**src/hdl/lctc_pkg.sv**
```systemverilog
// Shared types, constants and a helper function for the LCD clock timing calculator.
package lctc_pkg;

  localparam int unsigned REF_HZ        = 12000000;
  localparam int unsigned FAST_HZ       = 37500000;
  localparam int unsigned FASTER_HZ     = 60000000;
  localparam int unsigned DIV_MAX       = 1023;
  localparam int unsigned BLANK_MAX     = 255;

  // ceil(2^50 / 500000): exact floor(f / 500000) for any f below 2^31
  localparam int unsigned RECIP_SHIFT   = 50;
  localparam logic [31:0] PIX_RECIP     = 32'd2251799814;

  localparam int unsigned NUM_W         = 32;
  localparam int unsigned DSR_W         = 7;
  localparam int unsigned HZ_W          = 31;
  localparam int unsigned SLOW_W        = 24;
  localparam int unsigned PROD_W        = HZ_W + 32;
  localparam int unsigned Q500_W        = PROD_W - RECIP_SHIFT;

  localparam int unsigned DIV_STEPS     = 8;
  localparam int unsigned DIV_STAGES    = NUM_W / DIV_STEPS;

  typedef struct packed {
    logic [19:0] pll_control;
    logic [7:0]  slow_control;
    logic [1:0]  divider_control;
    logic [31:0] lcd_word1_in;
    logic [31:0] lcd_word3_in;
    logic [31:0] lcd_word4_in;
  } lctc_in_t;

  typedef struct packed {
    logic [31:0] lcd_word1_out;
    logic [31:0] lcd_word3_out;
    logic [31:0] lcd_word4_out;
    logic [30:0] bus_clock_hz;
  } lctc_out_t;

  // fields that ride alongside the divider
  typedef struct packed {
    logic              slow_mode;
    logic [SLOW_W-1:0] slow_hz;
    logic [1:0]        sdiv;
    logic              halve;
    logic [6:0]        w1_keep;
    logic [10:0]       w3_keep;
    logic [23:0]       w4_keep;
  } lctc_ctx_t;

  typedef struct packed {
    logic              valid;
    logic [DSR_W-1:0]  rem;
    logic [NUM_W-1:0]  nq;
    logic [DSR_W-1:0]  dsr;
    lctc_ctx_t         ctx;
  } lctc_div_t;

  // core clock in slow mode; a zero divider leaves the reference as is
  function automatic logic [SLOW_W-1:0] slow_clock(input logic [2:0] sdv);
    logic [SLOW_W-1:0] hz;
    case (sdv)
      3'd1:    hz = SLOW_W'(REF_HZ / 2);
      3'd2:    hz = SLOW_W'(REF_HZ / 4);
      3'd3:    hz = SLOW_W'(REF_HZ / 6);
      3'd4:    hz = SLOW_W'(REF_HZ / 8);
      3'd5:    hz = SLOW_W'(REF_HZ / 10);
      3'd6:    hz = SLOW_W'(REF_HZ / 12);
      3'd7:    hz = SLOW_W'(REF_HZ / 14);
      default: hz = SLOW_W'(REF_HZ);
    endcase
    return hz;
  endfunction

endpackage

```
**src/hdl/lctc_front.sv**
```systemverilog
// Input stage: field decode, PLL numerator product and slow-mode clock lookup.
module lctc_front (
  input  logic              clk,
  input  logic              rst_n,
  input  logic              en,
  input  logic              in_valid,
  input  lctc_pkg::lctc_in_t in_data,
  output lctc_pkg::lctc_div_t div_out
);
  import lctc_pkg::*;

  lctc_div_t   stage_nxt;
  logic        valid_r;
  lctc_div_t   data_r;
  logic [8:0]  mul;
  logic [5:0]  pdiv;

  always_comb begin
    mul  = 9'(in_data.pll_control[19:12]) + 9'd8;
    pdiv = in_data.pll_control[9:4];
    stage_nxt               = '0;
    stage_nxt.valid         = in_valid;
    stage_nxt.rem           = '0;
    stage_nxt.nq            = NUM_W'(REF_HZ) * NUM_W'(mul);
    stage_nxt.dsr           = DSR_W'(pdiv) + DSR_W'(2);
    stage_nxt.ctx.slow_mode = in_data.slow_control[4];
    stage_nxt.ctx.slow_hz   = slow_clock(in_data.slow_control[2:0]);
    stage_nxt.ctx.sdiv      = in_data.pll_control[1:0];
    stage_nxt.ctx.halve     = in_data.divider_control[1];
    stage_nxt.ctx.w1_keep   = in_data.lcd_word1_in[7:1];
    stage_nxt.ctx.w3_keep   = in_data.lcd_word3_in[18:8];
    stage_nxt.ctx.w4_keep   = in_data.lcd_word4_in[31:8];
  end

  always_ff @(posedge clk) begin
    if (!rst_n) begin
      valid_r <= 1'b0;
    end else if (en) begin
      valid_r <= in_valid;
    end
  end

  always_ff @(posedge clk) begin
    if (en) begin
      data_r <= stage_nxt;
    end
  end

  always_comb begin
    div_out       = data_r;
    div_out.valid = valid_r;
  end

endmodule

```
**src/hdl/lctc_div.sv**
```systemverilog
// Pipelined restoring divider: several quotient bits per stage, context carried along.
module lctc_div (
  input  logic                clk,
  input  logic                rst_n,
  input  logic                en,
  input  lctc_pkg::lctc_div_t div_in,
  output lctc_pkg::lctc_div_t div_out
);
  import lctc_pkg::*;

  lctc_div_t stg_in  [DIV_STAGES];
  lctc_div_t stg_nxt [DIV_STAGES];
  lctc_div_t stg_r   [DIV_STAGES];
  logic      vld_r   [DIV_STAGES];

  for (genvar s = 0; s < DIV_STAGES; s++) begin : g_stage
    if (s == 0) begin : g_first
      assign stg_in[s] = div_in;
    end else begin : g_rest
      always_comb begin
        stg_in[s]       = stg_r[s-1];
        stg_in[s].valid = vld_r[s-1];
      end
    end

    always_comb begin
      logic [DSR_W:0]   trial;
      logic [DSR_W-1:0] rem;
      logic [NUM_W-1:0] nq;
      rem = stg_in[s].rem;
      nq  = stg_in[s].nq;
      for (int k = 0; k < DIV_STEPS; k++) begin
        trial = {rem, nq[NUM_W-1]};
        nq    = {nq[NUM_W-2:0], 1'b0};
        if (trial >= {1'b0, stg_in[s].dsr}) begin
          rem   = DSR_W'(trial - {1'b0, stg_in[s].dsr});
          nq[0] = 1'b1;
        end else begin
          rem = trial[DSR_W-1:0];
        end
      end
      stg_nxt[s]     = stg_in[s];
      stg_nxt[s].rem = rem;
      stg_nxt[s].nq  = nq;
    end

    always_ff @(posedge clk) begin
      if (!rst_n) begin
        vld_r[s] <= 1'b0;
      end else if (en) begin
        vld_r[s] <= stg_in[s].valid;
      end
    end

    always_ff @(posedge clk) begin
      if (en) begin
        stg_r[s] <= stg_nxt[s];
      end
    end
  end

  always_comb begin
    div_out       = stg_r[DIV_STAGES-1];
    div_out.valid = vld_r[DIV_STAGES-1];
  end

endmodule

```
**src/hdl/lctc_back.sv**
```systemverilog
// Back end: bus clock select, pixel divider by reciprocal, output word assembly.
module lctc_back (
  input  logic                 clk,
  input  logic                 rst_n,
  input  logic                 en,
  input  lctc_pkg::lctc_div_t  div_in,
  output logic                 out_valid,
  output lctc_pkg::lctc_out_t  out_data
);
  import lctc_pkg::*;

  // stage 1: bus clock
  logic            v1_r;
  logic [HZ_W-1:0] f1_r;
  lctc_ctx_t       ctx1_r;
  logic [HZ_W-1:0] core;
  logic [HZ_W-1:0] f1_nxt;

  // stage 2: reciprocal product and speed flags
  logic              v2_r;
  logic [HZ_W-1:0]   f2_r;
  logic [PROD_W-1:0] prod_r;
  logic              fast_r;
  logic              faster_r;
  lctc_ctx_t         ctx2_r;

  // stage 3: output register
  logic        vout_r;
  lctc_out_t   out_r;
  lctc_out_t   out_nxt;
  logic [Q500_W-1:0] q500;
  logic [Q500_W-1:0] pix_div;
  logic [Q500_W-3:0] blank;
  logic [9:0]        div_sat;
  logic [7:0]        blank_sat;

  always_comb begin
    if (div_in.ctx.slow_mode) begin
      core = HZ_W'(div_in.ctx.slow_hz);
    end else begin
      core = HZ_W'(div_in.nq >> div_in.ctx.sdiv);
    end
    f1_nxt = div_in.ctx.halve ? (core >> 1) : core;
  end

  always_ff @(posedge clk) begin
    if (!rst_n) begin
      v1_r   <= 1'b0;
      v2_r   <= 1'b0;
      vout_r <= 1'b0;
    end else if (en) begin
      v1_r   <= div_in.valid;
      v2_r   <= v1_r;
      vout_r <= v2_r;
    end
  end

  always_ff @(posedge clk) begin
    if (en) begin
      f1_r     <= f1_nxt;
      ctx1_r   <= div_in.ctx;
      f2_r     <= f1_r;
      prod_r   <= PROD_W'(f1_r) * PROD_W'(PIX_RECIP);
      fast_r   <= f1_r > HZ_W'(FAST_HZ);
      faster_r <= f1_r > HZ_W'(FASTER_HZ);
      ctx2_r   <= ctx1_r;
      out_r    <= out_nxt;
    end
  end

  always_comb begin
    q500      = prod_r[PROD_W-1:RECIP_SHIFT];
    pix_div   = (q500 + Q500_W'(1)) >> 1;
    blank     = q500[Q500_W-1:2];
    div_sat   = (pix_div > Q500_W'(DIV_MAX)) ? 10'(DIV_MAX) : pix_div[9:0];
    blank_sat = (blank > (Q500_W-2)'(BLANK_MAX)) ? 8'(BLANK_MAX) : blank[7:0];

    out_nxt.lcd_word1_out = {14'd0, div_sat, ctx2_r.w1_keep, 1'b1};
    out_nxt.lcd_word3_out = {11'd0, faster_r, fast_r, ctx2_r.w3_keep, blank_sat};
    out_nxt.lcd_word4_out = {ctx2_r.w4_keep, 6'd0, faster_r, fast_r};
    out_nxt.bus_clock_hz  = f2_r;
  end

  assign out_valid = vout_r;
  assign out_data  = out_r;

endmodule

```
**src/hdl/lcd_clock_timing_calc_core.sv**
```systemverilog
// Top level of the LCD clock timing calculator: front, divider and back pipeline.
// Throughput: one item per cycle while the output is not stalled; set by the
// single-rate pipeline, whose four divider stages each resolve eight quotient
// bits of the PLL division.
// Reset: synchronous, active-low rst_n clears every stage valid bit; payload
// registers are not reset.
module lcd_clock_timing_calc_core (
  input  logic                clk,
  input  logic                rst_n,
  input  logic                in_valid,
  output logic                in_ready,
  input  lctc_pkg::lctc_in_t  in_data,
  output logic                out_valid,
  input  logic                out_ready,
  output lctc_pkg::lctc_out_t out_data
);
  import lctc_pkg::*;

  // Advance the whole pipe whenever the output register is empty or being
  // drained; otherwise hold every stage, so a stall drops nothing.
  logic      advance;
  lctc_div_t front_to_div;
  lctc_div_t div_to_back;

  assign advance  = out_ready || !out_valid;
  assign in_ready = advance;

  // Decode fields, form 12 MHz * (mdiv+8) and the divisor pdiv+2.
  lctc_front u_front (
    .clk      (clk),
    .rst_n    (rst_n),
    .en       (advance),
    .in_valid (in_valid),
    .in_data  (in_data),
    .div_out  (front_to_div)
  );

  // Divide the PLL product by pdiv+2.
  lctc_div u_div (
    .clk     (clk),
    .rst_n   (rst_n),
    .en      (advance),
    .div_in  (front_to_div),
    .div_out (div_to_back)
  );

  // Pick slow or PLL clock, apply sdiv and halving, then build the words.
  lctc_back u_back (
    .clk       (clk),
    .rst_n     (rst_n),
    .en        (advance),
    .div_in    (div_to_back),
    .out_valid (out_valid),
    .out_data  (out_data)
  );

endmodule

```
**config.mk**
```make
export PLATFORM = sky130hd
export DESIGN_NAME = lcd_clock_timing_calc_core
export DESIGN_NICKNAME = d
export VERILOG_FILES = /design/src/hdl/lctc_pkg.sv /design/src/hdl/lctc_front.sv /design/src/hdl/lctc_div.sv /design/src/hdl/lctc_back.sv /design/src/hdl/lcd_clock_timing_calc_core.sv
export SDC_FILE = /design/constraint.sdc
export NUM_CORES = 2
export LEC_CHECK = 0
export BUFFER_PORTS_ARGS = -buffer_cell sky130_fd_sc_hd__clkbuf_2
export CAP_MARGIN = 20
export CORE_AREA = 2 2 250 498
export CTS_CLUSTER_DIAMETER = 60
export DETAILED_ROUTE_END_ITERATION = 7
export DIE_AREA = 0 0 252 500
export PLACE_DENSITY_LB_ADDON = 0.08
export SYNTH_ARGS = -nofsm -noshare
export SYNTH_HDL_FRONTEND = slang
export SYNTH_SLANG_ARGS = --single-unit
```
**constraint.sdc**
```tcl
create_clock -name clk -period 39.8 [get_ports clk]
set_clock_uncertainty 0.1 [all_clocks]
set_input_delay 3.98 -clock clk [delete_from_list [all_inputs] [get_ports clk]]
set_output_delay 3.98 -clock clk [all_outputs]
set_load 0.05 [all_outputs]
```
==> results.tsv <==
stage	metric	value	unit
yosys	ys flop type	edfxtp_1	
grt	vias in the first global route	32900	
drt	WL final	116	mm
final_layout	most frequent cells in the layout	774 x inv_1, 764 x edfxtp_1, 651 x ha_1	
clock_network	H-tree Lvls	3	
drt	routed vias/inst	5.13	
timing	relative slew slack	30.9	%
floorplanning	core area	123000	sq um
yosys	Netlist cell types	100	
placed_design	IO Port Bufs	163	
yosys	mean post-synth cell area	12.8	sq um
hold_path	Hold Path Class	flop to flop	
clock_network	Clock Sinks	769	
floorplanning	Die W	252	um
critical_path	Reg-to-Reg Start	u_div.stg_r[0][71]$_DFFE_PN_	
floorplanning	Ports	259	
timing	final hold vios	0	
run_status	status	complete, no violations	
clock_network	clock-pin slew on the worst setup and hold paths	60	ps
clock_network	CTS Hold Bufs	0	
critical_path	launch point of the worst path	u_div.stg_r[0][71]$_DFFE_PN_	
drt	Residual DRC	0	
timing	fin crit share	51.3	%
drt	1st-pass router iterations	5	
timing	Worst-Margin Slew	1040	ps
grt	initial antenna violation count	3	
critical_path	critical path arrival	20720	ps
critical_path	CP endpoint	u_div.stg_r[1][115]$_DFFE_PN_	
yosys	Synth async-reset ratio	0	%
critical_path	RR Endpoint	u_div.stg_r[1][115]$_DFFE_PN_	
drt	WL/cell	18.9	um
clock_network	post_cts resized	0	
critical_path	Worst path slowest cell	edfxtp_1	
timing	RSZ-0062 raised after global routing	no	
clock_network	TritonCTS clock tree	done	
grt	first-pass GRT wire length	185	mm
critical_path	reg2reg path depth	68	
critical_path	register-to-register setup slack	19370	ps
placed_design	gpl congestion	0.877	
timing	Peak Freq	48.9	MHz
yosys	sequential cell area fraction in the yosys report	42.3	%
grt	grt ovf	0	
final_layout	P&R area growth vs syn	9.56	%
timing	Tmin final	20430	ps
grt	largest net degree at the start of global routing	194	
critical_path	crit path max fanout	14	
critical_path	CP max stage delay	770	ps
yosys	Seq cells post-synth	769	
timing	Setup-failing EPs final	0	
flow_run	total of max-cap violations	0	
critical_path	critical path startpoint category	flop	
critical_path	critical path class	flop to flop	
floorplanning	die area	126000	sq um
floorplanning	Initial Util	44.5	%
critical_path	CP dominant cell by count	o21ai_0	
clock_network	post-CTS setup buffers	0	
timing	Slew Viols, Final	0	
critical_path	Req. time, crit path	40090	ps
critical_path	crit end category	flop	
drt	DR iter-0 viols	1669	
yosys	EDFF count, synth	764	
clock_network	Num CTS Buffers	76	
yosys	Post-Synthesis Cells	4258	
clock_network	CTS max path bufs	3	
final_layout	Filler cells	10900	
yosys	mapped cell area	54500	sq um
final_layout	most common cell after layout, fill and taps aside	inv_1	
clock_network	Clk Latency, worst-skew pair	680	ps
placed_design	Final HPWL DP	89.1	mm
clock_network	Root Driver	clkbuf_16	
grt	total track usage	19.0	%
timing	final setup TNS	0	ps
final_layout	layout cells sized above 1	10.6	%
floorplanning	Die Ht	500	um
floorplanning	Rows	182	
drt	Detail Route Antenna Nets	0	
drt	Vias	31400	
final_layout	final-stage net count	5713	
yosys	Yosys warning count	0	
kinds of logic (layout without fill, tap and decap cells):
family                   Yosys count  in the layout  synth area share, %
AND/OR/NAND/NOR                  587            587                 5.51
other                              2             34               0.0138
AO/OA/AOI/OAI                    578            578                 7.27
adder cells (fa/ha/maj)         1099           1099                 31.4
multiplexers                     225            225                 5.00
flip-flops                       769            769                 42.3
buffers and inverters            853           1109                 6.18
XOR/XNOR                         145            145                 2.33
area by class of cell:
class	count	area (sq um)	share of cell area [%]
Inverter	782	2950	4.93
Tap cell	1564	1960	3.28
Clock inverter	53	552	0.924
Sequential cell	769	23000	38.6
Clock buffer	85	1960	3.28
Antenna cell	2	5.00	0.00838
Multi-Input combinational cell	2666	28200	47.2
Timing Repair Buffer	189	1040	1.75
per-stage QoR:
stage	hold slack [ps]	setup WS, ps	util (%)	instance area, sq um	instances
after floorplan	300	16560	-	54600	4288
after global placement	300	19600	46.6	57100	5969
after detailed placement	305	19460	46.7	57200	5970
after CTS	288	19320	48.7	59700	6108
after global routing	298	17590	48.7	59700	6109
final	289	19370	48.7	59700	6110
worst min-delay path by stage:
| stage | start | end | slack [ps] | cells past startpoint |
|---|---|---|---|---|
| 2_1_floorplan | u_div.stg_r[3][0]$_DFFE_PN_ | u_back.ctx1_r[0]$_DFFE_PN_ | 300 | 0 |
| 3_3_place_gp | u_div.stg_r[3][9]$_DFFE_PN_ | u_back.ctx1_r[9]$_DFFE_PN_ | 300 | 0 |
| 3_5_place_dp | u_div.stg_r[3][23]$_DFFE_PN_ | u_back.ctx1_r[23]$_DFFE_PN_ | 300 | 0 |
| 4_1_cts | u_back.ctx2_r[8]$_DFFE_PN_ | u_back.out_data[47]$_DFFE_PN_ | 290 | 0 |
| 5_1_grt | u_back.ctx2_r[8]$_DFFE_PN_ | u_back.out_data[47]$_DFFE_PN_ | 300 | 0 |
| 6_report | u_back.ctx2_r[8]$_DFFE_PN_ | u_back.out_data[47]$_DFFE_PN_ | 290 | 0 |
layer usage:
metal	wire [um]	track usage (%)	part of all wire, %
met5	0	0	0
met3	4910	2.86	4.2
met4	2840	5.50	2.5
met2	55000	31.4	48
met1	52900	25.9	46
synthesized netlist by cell type (18+ instances only):
cell type  instances  area (sq um)
buf_4             35           263
a21o_1            77           578
mux2_2            89          1000
clkbuf_1          23          86.3
nor2b_1           55           344
or3_1             27           169
a21oi_1          121           606
o21a_1            49           368
nand3_1           55           275
nand2b_1          39           244
a21boi_0          22           165
edfxtp_1         764         22900
nand4_1           34           213
o211ai_1          18           135
xnor2_1          104           911
o21bai_1          18           135
fa_1             448          8970
and3_1            23           144
ha_1             651          8150
inv_1            775          2910
nor3_1            28           140
o21ai_0          123           616
nor2_1           145           544
mux4_2            23           518
xor2_1            41           359
mux2i_1           98           981
nand2_1          115           432
flip-flops by register name (all words and copies together) (netlist names), 4 cells and up:
register,flops
u_back.ctx1_r,42
u_back.ctx2_r,42
u_back.f1_r,31
u_back.f2_r,31
u_back.out_data,93
u_back.prod_r,13
u_div.stg_r,410
u_div.vld_r,4
u_front.div_out,97
critical path: cells and delay by family (launching register included):
kind                     cells  cell delay, ps
AO/OA/AOI/OAI               39           10930
multiplexers                 9            3350
adder cells (fa/ha/maj)      8            2820
AND/OR/NAND/NOR              7            1160
buffers and inverters        5            1010
flip-flops                   1             770
Power is left out: the tool's default activity adds up to more than one toggle a clock period on the data nets, which glitch-free logic cannot reach.
